[src/rtl/core/mep_pkg.sv]
// ============================================================================
// mep_pkg: shared types, constants and functions of the Mandelbrot pixel core
// Fixed-point formats, controller states, command and status groups, and
// the palette function that fills the color tables at elaboration.
// ============================================================================
`default_nettype none

package mep_pkg;

  // Orbit format: signed, 4 integer bits (sign included), FRAC_BITS fraction.
  localparam int FRAC_BITS = 28;
  localparam int QW        = FRAC_BITS + 4;
  // A product shifted down by FRAC_BITS, and the headroom for the sums.
  localparam int MULW      = 2 * QW - FRAC_BITS;
  localparam int SUMW      = MULW + 2;
  // Divider: quotient bits below the cap, and the output width with the cap.
  localparam int QB        = FRAC_BITS + 4;
  localparam int QOW       = QB + 1;

  // Configuration registers.
  localparam int DIMW     = 13;
  localparam int DENW     = DIMW + 1;
  localparam int CFG_IDXW = 4;
  localparam logic [CFG_IDXW-1:0] REG_IMAGE_WIDTH  = 4'd0;
  localparam logic [CFG_IDXW-1:0] REG_IMAGE_HEIGHT = 4'd1;
  localparam logic [DIMW-1:0]     DIM_RESET        = 13'd1024;

  localparam logic [7:0] ALPHA_OPAQUE = 8'hFF;

  // Saturation bounds of the orbit format, also sign-extended to SUMW.
  localparam logic signed [QW-1:0]   Q_MAX  = {1'b0, {(QW-1){1'b1}}};
  localparam logic signed [QW-1:0]   Q_MIN  = {1'b1, {(QW-1){1'b0}}};
  localparam logic signed [SUMW-1:0] SAT_HI = {{(SUMW-QW+1){1'b0}}, {(QW-1){1'b1}}};
  localparam logic signed [SUMW-1:0] SAT_LO = {{(SUMW-QW+1){1'b1}}, {(QW-1){1'b0}}};

  // Horizontal offset 2.1, rounded to nearest.
  localparam logic [63:0] TWO_ONE_W = ((64'd21 << FRAC_BITS) + 64'd5) / 64'd10;
  localparam logic signed [SUMW-1:0] TWO_ONE = TWO_ONE_W[SUMW-1:0];

  // Escape bound 4.0 at the width of the sum of two squares.
  localparam logic [MULW:0] ESC_LIMIT =
    {{(MULW-FRAC_BITS-2){1'b0}}, 3'b100, {FRAC_BITS{1'b0}}};

  // Palette arithmetic constants.
  localparam longint C_ONE      = 64'sd1073741824;
  localparam longint TWO_PI_Q28 = 64'sd1686629713;

  // Palette channels.
  localparam int CH_RED   = 0;
  localparam int CH_GREEN = 1;
  localparam int CH_BLUE  = 2;

  typedef logic signed [QW-1:0] q_t;

  typedef enum logic [2:0] {
    ST_IDLE,
    ST_DIV_X,
    ST_WAIT_X,
    ST_DIV_Y,
    ST_WAIT_Y,
    ST_ITER,
    ST_FIN
  } state_t;

  typedef struct packed {
    logic capture;
    logic div_start;
    logic div_sel_y;
    logic load_cx;
    logic load_cy;
    logic iter_step;
    logic iter_latch;
    logic out_load;
  } ctrl_cmd_t;

  typedef struct packed {
    logic div_done;
    logic iter_end;
    logic out_free;
  } dp_status_t;

  // Clamp a wide signed sum into the orbit format.
  function automatic q_t sat_q(input logic signed [SUMW-1:0] v);
    if (v > SAT_HI) return Q_MAX;
    if (v < SAT_LO) return Q_MIN;
    return v[QW-1:0];
  endfunction

  // Long division of a non-negative value by a positive one, by shift and
  // subtract. Gives the quotient, or the remainder when want_rem is set.
  // Used only to build constant tables.
  function automatic longint udivmod(input longint num, input longint den,
                                     input bit want_rem);
    longint q;
    longint r;
    q = 0;
    r = 0;
    for (int b = 62; b >= 0; b--) begin
      r = (r <<< 1) | ((num >>> b) & 64'sd1);
      q = q <<< 1;
      if (r >= den) begin
        r = r - den;
        q = q | 64'sd1;
      end
    end
    return want_rem ? r : q;
  endfunction

  // Signed quotient rounded toward zero, for a positive divisor.
  function automatic longint sdiv(input longint num, input longint den);
    longint mag;
    mag = udivmod((num < 0) ? -num : num, den, 1'b0);
    return (num < 0) ? -mag : mag;
  endfunction

  // Palette byte floor(255 * (d + e*cos(2*pi*(f*t + g)))) for t = n/max_iter,
  // with the cosine taken from a folded Q30 Taylor series. Used only to
  // build constant tables.
  function automatic logic [7:0] pal_byte(input int ch, input int n, input int max_iter);
    longint pd;
    longint pe;
    longint pf;
    longint pg;
    longint den;
    longint num;
    longint xq;
    longint th;
    longint th2;
    longint r;
    longint s;
    longint t;
    longint v;
    bit     neg;
    unique case (ch)
      CH_GREEN: begin
        pd = 3; pe = -3; pf = 20; pg = 1;
      end
      CH_BLUE: begin
        pd = 5; pe = -5; pf = 30; pg = 0;
      end
      default: begin
        pd = 3; pe = -2; pf = 21; pg = 0;
      end
    endcase
    neg = 1'b0;
    r   = C_ONE;
    den = 10 * longint'(max_iter);
    num = udivmod(pf * longint'(n) + pg * longint'(max_iter), den, 1'b1);
    xq  = udivmod(num <<< 32, den, 1'b0);
    // Fold the turn angle into the first quadrant.
    if (xq >= (longint'(1) <<< 31)) xq = (longint'(1) <<< 32) - xq;
    if (xq > (longint'(1) <<< 30)) begin
      neg = 1'b1;
      xq  = (longint'(1) <<< 31) - xq;
    end
    th  = (xq * TWO_PI_Q28) >>> 30;
    th2 = sdiv(th * th, C_ONE);
    for (int k = 8; k >= 1; k--) begin
      t = sdiv(th2 * r, C_ONE);
      r = C_ONE - sdiv(t, longint'((2 * k - 1) * (2 * k)));
    end
    if (neg) r = -r;
    s = pd * C_ONE + pe * r;
    if (s < 0) return 8'd0;
    v = sdiv(s * 255, 10 * C_ONE);
    if (v > 255) return 8'hFF;
    return v[7:0];
  endfunction

endpackage

`default_nettype wire

[src/rtl/core/mep_ctrl.sv]
// ============================================================================
// mep_ctrl: sequencing state machine of the Mandelbrot pixel core
// Steps one pixel through capture, two divisions, the orbit loop and the
// hand-off to the output register.
// ============================================================================
`default_nettype none

module mep_ctrl (
  input  wire logic                 clk,
  input  wire logic                 rst_n,
  input  wire logic                 in_valid,
  output logic                      in_stall,
  input  wire mep_pkg::dp_status_t  status,
  output mep_pkg::ctrl_cmd_t        cmd
);

  mep_pkg::state_t state_r;
  mep_pkg::state_t state_nxt;

  always_ff @(posedge clk) begin
    if (!rst_n) begin
      state_r <= mep_pkg::ST_IDLE;
    end else begin
      state_r <= state_nxt;
    end
  end

  // Next state.
  always_comb begin
    state_nxt = state_r;
    unique case (state_r)
      mep_pkg::ST_IDLE:   if (in_valid) state_nxt = mep_pkg::ST_DIV_X;
      mep_pkg::ST_DIV_X:  state_nxt = mep_pkg::ST_WAIT_X;
      mep_pkg::ST_WAIT_X: if (status.div_done) state_nxt = mep_pkg::ST_DIV_Y;
      mep_pkg::ST_DIV_Y:  state_nxt = mep_pkg::ST_WAIT_Y;
      mep_pkg::ST_WAIT_Y: if (status.div_done) state_nxt = mep_pkg::ST_ITER;
      mep_pkg::ST_ITER:   if (status.iter_end) state_nxt = mep_pkg::ST_FIN;
      mep_pkg::ST_FIN:    if (status.out_free) state_nxt = mep_pkg::ST_IDLE;
      default:            state_nxt = mep_pkg::ST_IDLE;
    endcase
  end

  // Commands to the datapath.
  always_comb begin
    cmd      = '0;
    in_stall = 1'b1;
    unique case (state_r)
      mep_pkg::ST_IDLE: begin
        in_stall    = 1'b0;
        cmd.capture = in_valid;
      end
      mep_pkg::ST_DIV_X: begin
        cmd.div_start = 1'b1;
      end
      mep_pkg::ST_WAIT_X: begin
        cmd.load_cx = status.div_done;
      end
      mep_pkg::ST_DIV_Y: begin
        cmd.div_start = 1'b1;
        cmd.div_sel_y = 1'b1;
      end
      mep_pkg::ST_WAIT_Y: begin
        cmd.div_sel_y = 1'b1;
        cmd.load_cy   = status.div_done;
      end
      mep_pkg::ST_ITER: begin
        cmd.iter_step  = !status.iter_end;
        cmd.iter_latch = status.iter_end;
      end
      mep_pkg::ST_FIN: begin
        cmd.out_load = status.out_free;
      end
      default: ;
    endcase
  end

endmodule

`default_nettype wire

[config.mk]
export PLATFORM = sky130hd
export DESIGN_NAME = mep_ctrl
export DESIGN_NICKNAME = d
export VERILOG_FILES = /design/src/rtl/core/mep_pkg.sv /design/src/rtl/core/mep_ctrl.sv
export SDC_FILE = /design/constraint.sdc
export NUM_CORES = 1
export LEC_CHECK = 0
export BUFFER_PORTS_ARGS = -buffer_cell sky130_fd_sc_hd__buf_2
export CORE_AREA = 2 2 39 41
export DETAILED_ROUTE_END_ITERATION = 6
export DIE_AREA = 0 0 41 43
export PLACE_DENSITY = 0.45
export SYNTH_ARGS = -nofsm -noshare
export SYNTH_HDL_FRONTEND = slang
export SYNTH_SLANG_ARGS = --single-unit
[constraint.sdc]
create_clock -name clk -period 1.7 [get_ports clk]
set_clock_uncertainty 0.05 [all_clocks]
set_input_delay 0.17 -clock clk [delete_from_list [all_inputs] [get_ports clk]]
set_output_delay 0.17 -clock clk [all_outputs]
set_load 0.05 [all_outputs]
* Yosys cells after proc, flatten, opt, wreduce, memory -nomap -nowiden
Index checks and enable logic that the tools add are counted.
** Storage, ports and cells
- Flip-flop bits (word level) :: 3
- Input bits :: 6
- Word-level logic and storage cells :: 31
** Cells by class
- Muxes and demuxes :: 14
- Equal/unequal tests :: 11
- Reductions and logical operators :: 5
** Operators by type and width (count)
- $pmux W3 S7 :: 1
- $mux W3 :: 5
- $ne A2 B2 Y1 const B :: 5
- $eq A3 B3 Y1 const B :: 3
- $mux W1 :: 7
- $eq A3 B2 Y1 const B :: 2
- $reduce_and A5 Y1 :: 1
- $reduce_or A2 Y1 :: 2
- $eq A3 B1 Y1 const B :: 1
- $logic_not A3 Y1 :: 1
- $mux W2 :: 1
- $logic_not A1 Y1 :: 1

* Longest topological paths before layout
Gate-level depths: netlist of run 1.
- Depth after elaboration :: 3
- Mapped depth :: 4
- Depth with buffers taken out :: 3

* Least setup slack after synthesis of run 1
Ideal clock, no wire load.
- Path kind :: reg-to-output
- From :: register state_r[0]
- To :: output port cmd[5] (netlist bit)
- Slack :: -221 ps
- Arrival time :: 1701 ps
- Buffers on the path :: 1
- Stages on the path, launching flop included :: 4
- Required time :: 1480 ps
- Cell sequence :: dfxtp_1 -> buf_4 -> nand2b_1 -> o21ai_0
** RTL lines
- from (decl) :: line mep_ctrl.sv:17 : mep_pkg::state_t state_r;
- from (signal assigned) :: line mep_ctrl.sv:22 : state_r <= mep_pkg::ST_IDLE;
- from (signal assigned) :: line mep_ctrl.sv:24 : state_r <= state_nxt;
- to (decl) :: line mep_ctrl.sv:14 : output mep_pkg::ctrl_cmd_t cmd

==> results.ini, run 1 <==
[run_status]
status=finished clean

[final_layout]
post_route_cells_drive_above_1_share_pct=46.9
area_delta_synth_final_pct=40.1
largest_register_ff_count=3
diodes=0
largest_registers=state_r (3)
regMostFlops=state_r
finish.net_count=56

[critical_path]
cpLargestDelayFamily=flip-flops
regToRegStartpoint=state_r[1]
cp_slowest_cell=sky130_fd_sc_hd__dfxtp_1
cp.required_ns=1.48
timing.critical_path.buf_inv=1
critPathLaunchType=flop
regToRegSetupSlack_ns=0.61
worst_reg_to_reg_cells=3
end_kind=output port
worst_ep_arrival_time_ns=1.33
path_cells=and2b_2 > nand2_1 > nor2_1 > buf_2
timing.critical_path.fanout_max=8
setup.worst_path.class=flop to output port
worst_setup_path_startpoint=state_r[2]
timing.critical_path.depth=4
slowest_delay_ns=0.48

[cts]
clkSlewWorstSetupHoldPaths_ns=0.04
clkLatencyLatePin_ns=0.23
clk_path_buf_depth=2
tritoncts=done
clock_tree_root_driver_cell=sky130_fd_sc_hd__clkbuf_4
number_of_levels_the_h_tree_was_split_into=1
tritoncts_num_sinks=3
cts.repair.resized=0
cts_hold_buffers=0
post_cts_buffers=0
numCtsBuffers=3

[floorplanning]
rows=14
die_area_um2=1760
area_of_the_core_um2=1380
io-pin-count=15
die_h_um=43
start_util_pct=18.7
die_width_um=41

[power_and_ir_drop]
total_switching_power_mw=0.161
power.ir.vdd_worst_v=0.000315
total_power_mw=0.379
power.share.switching_pct=42.4
pwr-share-seq_pct=28.3
clock_power_share_pct=33.1
intPower_mw=0.219
power.combinational.fraction_pct=38.6
power-per-cell-area_nw_per_um2=1050
power_leakage_nw=0.184

[synth]
synthDominantAreaCellType=sky130_fd_sc_hd__dfxtp_1
synthCells=33
ys_types=19
count_of_flip_flops_with_a_built_in_enable_after_synthesis=0
post-synth-top-area-fraction_pct=23.2
post_synth_instance_area_um2=259
dominantRegCellSynth=sky130_fd_sc_hd__dfxtp_1
synthesis.nets=39
async_reset_ff_share_pct=0
syn_area_per_cell_um2=7.85
synth_top_cells_by_area=sky130_fd_sc_hd__dfxtp_1, sky130_fd_sc_hd__o21ai_0, sky130_fd_sc_hd__nor4b_4
synth.ff_latch_count=3
synth_sequential_area_ratio_pct=23.2
yosys_warnings=0

[timing]
fin_crit_ns=1.55
setup_violations=0
final_min_period_over_clock_period_pct=91.0
finalHoldViolations=0
timing.final.max_slew_violations=0
max-slew-margin-rel_pct=80.7
rsz0062_at_grt=no
worstMarginPinSlew_ns=0.289
total_negative_setup_slacks_ns=0
max_freq_ghz=0.646

[global_routing]
grt_max_degree=12
antenna_found_initial=0
number_of_global_route_vias_before_repair=219
wire_length_of_the_first_global_routing_pass_um=959
grtUsageTotal_pct=8.52
grt_overflow=0

[detailed_routing]
drt_pre_antenna_iters=2
wl_per_cell_um=9.45
number_of_violations_reported_at_the_end_of_detailed_routing_iteration_0=1
vias_per_cell=4.23
drc=0
via_count=275
detail-route-antenna-nets=0
final_routed_wirelength_um=614

[hold_path]
hold_path_class=input port to flop
hold-path-cell-count=3
hold_path.startpoint=rst_n

[placed_design]
input_output_buffers=14
detailed_place_hpwl_um=464
routabilityCongestion=0.695

[flow_run]
max-cap-violations=0

-- area by class of cell --
class,count,area [µm²]
Clock buffer,4,26.3
Fill cell,161,1020
Multi-Input combinational cell,28,184
Sequential cell,3,62.6
Tap cell,16,20.0
Timing Repair Buffer,14,70.1
-- cell families (layout without fill, tap and decap cells) --
kind of cell,after synthesis,count (layout),share of synthesized area (%)
AO/OA/AOI/OAI,8,8,16.4
AND/OR/NAND/NOR,19,19,49.8
XOR/XNOR,1,1,3.38
flip-flops,3,3,23.2
buffers and inverters,2,18,7.25
-- Yosys cell counts (2+ instances only) --
cell type,number
sky130_fd_sc_hd__nand2_1,5
sky130_fd_sc_hd__o21ai_0,5
sky130_fd_sc_hd__dfxtp_1,3
sky130_fd_sc_hd__nor2_1,3
sky130_fd_sc_hd__a21oi_1,2
sky130_fd_sc_hd__nor2b_1,2
-- routing by layer --
metal / GRT usage (%) / share of wire [%] / vias up
li1: - / - / 143
met1: 11.5 / 43 / 119
met2: 9.69 / 46 / 13
met3: 7.85 / 11 / 0
met4: 2.00 / 0 / 0
met5: 0 / 0 / -
-- worst register-to-register path, delay by kind of cell, from the launching register on --
| family | cells | cell delay (ns) |
|---|---|---|
| flops | 1 | 0.44 |
| compound gates | 2 | 0.23 |
| simple gates | 1 | 0.24 |
-- path summary, 6_finish.rpt --
kind | to
hold reg to reg | state_r[1]
setup / recovery | cmd[2]
hold / removal | state_r[1]
setup reg to reg | state_r[0]
-- stage by stage --
step	util (%)	instances	hold slack [ns]	instance area (µm²)	setup WS, ns
6_report	26.2	65	0.120	363	0.153
2_1_floorplan	-	33	0.236	263	0.143
4_1_cts	26.0	65	0.124	360	0.0253
3_3_place_gp	24.1	61	0.369	334	0.281
3_5_place_dp	24.1	61	0.374	334	0.281
5_1_grt	26.2	65	0.112	363	0.0263
-- layout by cell type (no fill, tap or decap) --
| master | count |
|---|---|
| sky130_fd_sc_hd__nand2b_1 | 1 |
| sky130_fd_sc_hd__clkbuf_4 | 3 |
| sky130_fd_sc_hd__buf_2 | 14 |
| sky130_fd_sc_hd__or2b_1 | 1 |
| sky130_fd_sc_hd__and4bb_1 | 1 |
| sky130_fd_sc_hd__and2b_2 | 1 |
| sky130_fd_sc_hd__and2_1 | 1 |
| sky130_fd_sc_hd__nor2b_1 | 2 |
| sky130_fd_sc_hd__clkbuf_1 | 1 |
| sky130_fd_sc_hd__a21boi_0 | 1 |
| sky130_fd_sc_hd__dfxtp_2 | 2 |
| sky130_fd_sc_hd__xor2_1 | 1 |
| sky130_fd_sc_hd__dfxtp_1 | 1 |
| sky130_fd_sc_hd__o21ai_0 | 4 |
| sky130_fd_sc_hd__or3_2 | 1 |
| sky130_fd_sc_hd__and2b_1 | 1 |
| sky130_fd_sc_hd__and3_1 | 1 |
| sky130_fd_sc_hd__o21ai_2 | 1 |
| sky130_fd_sc_hd__nor4b_4 | 1 |
| sky130_fd_sc_hd__nand2_1 | 5 |
| sky130_fd_sc_hd__a21oi_1 | 2 |
| sky130_fd_sc_hd__nor2_1 | 3 |
-- power by group through the flow --
stage / Clock (mW) / Combinational [mW] / Sequential [mW]
3_3_place_gp: 0 / 0.148 / 0.107
2_1_floorplan: 0 / 0.147 / 0.0857
6_report: 0.126 / 0.146 / 0.107
4_1_cts: 0.131 / 0.148 / 0.105
3_5_place_dp: 0 / 0.148 / 0.106
5_1_grt: 0.146 / 0.157 / 0.112
Note: power is estimated with default switching activity, not from simulation.
==> run 2, diff against run 1 <==
==> constraint.sdc (replaced) <==
create_clock -name clk -period 1.7 [get_ports clk]
set_clock_uncertainty 0.05 [all_clocks]
set_input_delay 0.085 -clock clk [delete_from_list [all_inputs] [get_ports clk]]
set_output_delay 0.085 -clock clk [all_outputs]
set_load 0.05 [all_outputs]
==> results.ini, run 2 (same netlist as run 1, synthesis figures left out) <==
[global_routing]
grtUsageTotal_pct=8.12
wire_length_of_the_first_global_routing_pass_um=931
grt_overflow=0
number_of_global_route_vias_before_repair=244
antenna_found_initial=0
grt_max_degree=12

[final_layout]
final_common_cell=sky130_fd_sc_hd__buf_2
diodes=0
final_cell_count_no_fill=65
finish.net_count=56
regMostFlops=state_r
multi_input_comb_area_um2=180
fill_cells=156
area_delta_synth_final_pct=37.7
largest_register_ff_count=3
seq_area_um2=60.1
largest_registers=state_r (3)
layout.cell_area.non_filler_um2=357
post_route_cells_drive_above_1_share_pct=40.8
mostFrequentLayoutCells=sky130_fd_sc_hd__buf_2, sky130_fd_sc_hd__nand2_1, sky130_fd_sc_hd__o21ai_0

[placed_design]
detailed_place.area_um2=330
placed_cells_incl_taps=61
routabilityCongestion=0.734
input_output_buffers=14

[power_and_ir_drop]
power_leakage_nw=0.182
power-per-cell-area_nw_per_um2=1050
total_power_mw=0.375
power.ir.vdd_worst_v=0.000277

[critical_path]
cpLargestDelayFamily=flip-flops
critPathLaunchType=flop
timing.critical_path.buf_inv=1
end_kind=output port
slowest_delay_ns=0.54
path_cells=and2b_2 > and3_1 > buf_2
worst_ep_arrival_time_ns=1.43
cp.required_ns=1.56
timing.critical_path.fanout_max=11
setup.worst_path.class=flop to output port
cp_slowest_cell=sky130_fd_sc_hd__dfxtp_1

[floorplanning]
die_width_um=41
rows=14
die_h_um=43
io-pin-count=15
die_area_um2=1760
start_util_pct=18.7
area_of_the_core_um2=1380

[timing]
rsz0062_at_grt=no
setup_violations=0
fin_crit_ns=1.57
timing.final.max_slew_violations=0
worstMarginPinSlew_ns=0.381
max-slew-margin-rel_pct=74.6
final.hold.worst_slack_ns=0.0450
max_freq_ghz=0.639
final_min_period_over_clock_period_pct=92.1
finalHoldViolations=0
total_negative_setup_slacks_ns=0

[detailed_routing]
final_routed_wirelength_um=610
wl_per_cell_um=9.38
drt_pre_antenna_iters=2
via_count=276
number_of_violations_reported_at_the_end_of_detailed_routing_iteration_0=2
detail-route-antenna-nets=0
drc=0
vias_per_cell=4.25

[cts]
cts.repair.resized=0
clkSlewWorstSetupHoldPaths_ns=0.04
cts_hold_buffers=0
numCtsBuffers=3
clkLatencyLatePin_ns=0.23
tritoncts=done
clk_path_buf_depth=2
number_of_levels_the_h_tree_was_split_into=1
tritoncts_num_sinks=3
clock_tree_root_driver_cell=sky130_fd_sc_hd__clkbuf_4
post_cts_buffers=0

[flow_run]
max-cap-violations=0

[hold_path]
hold_path_class=input port to flop

[run_status]
status=finished clean

## run 2: cell counts in the layout (fill, tap and decap cells not counted)
No cell type changed its count.
## run 2: area by class of cell
type / count / area share [%]
repair buffers: 14 / 19.6
multi-input cells: 28 / 50.5
flip-flops and latches: 3 / 16.8
clock buffers: 4 / 7.37
well taps: 16 / 5.61
## run 2: through the flow
step | setup WS [ns] | utilization, %
2_1_floorplan | 0.0666 | -
3_3_place_gp | 0.368 | 23.9
3_5_place_dp | 0.360 | 23.9
4_1_cts | 0.113 | 25.8
5_1_grt | 0.0294 | 25.8
6_report | 0.134 | 25.8
## run 2: report_power, final
group	total [mW]	switching [mW]	internal, mW
sequential	0.105	0.0250	0.0795
clock	0.124	0.0359	0.0879
combinational	0.146	0.0973	0.0489
## run 2: layer usage
layer | part of all wire (%) | track usage, % | vias to the layer above
met5 | 0 | 0 | -
met4 | 0 | 6.00 | 0
met3 | 8.7 | 4.71 | 0
met2 | 44 | 11.6 | 10
met1 | 47 | 8.33 | 121
li1 | - | - | 145
## run 2: worst register-to-register path: cells and delay by family (launching register included)
kind / cells / cell delay [ns]
AO/OA/AOI/OAI: 2 / 0.23
AND/OR/NAND/NOR: 1 / 0.26
flip-flops: 1 / 0.54
## run 2: worst paths after layout
kind	from	to	slack (ns)	cells after the start
setup / recovery	state_r[1]	cmd[1]	0.13	3
hold / removal	rst_n	state_r[1]	0.04	3
setup reg to reg	state_r[1]	state_r[0]	0.51	3
hold reg to reg	state_r[2]	state_r[1]	0.53	1
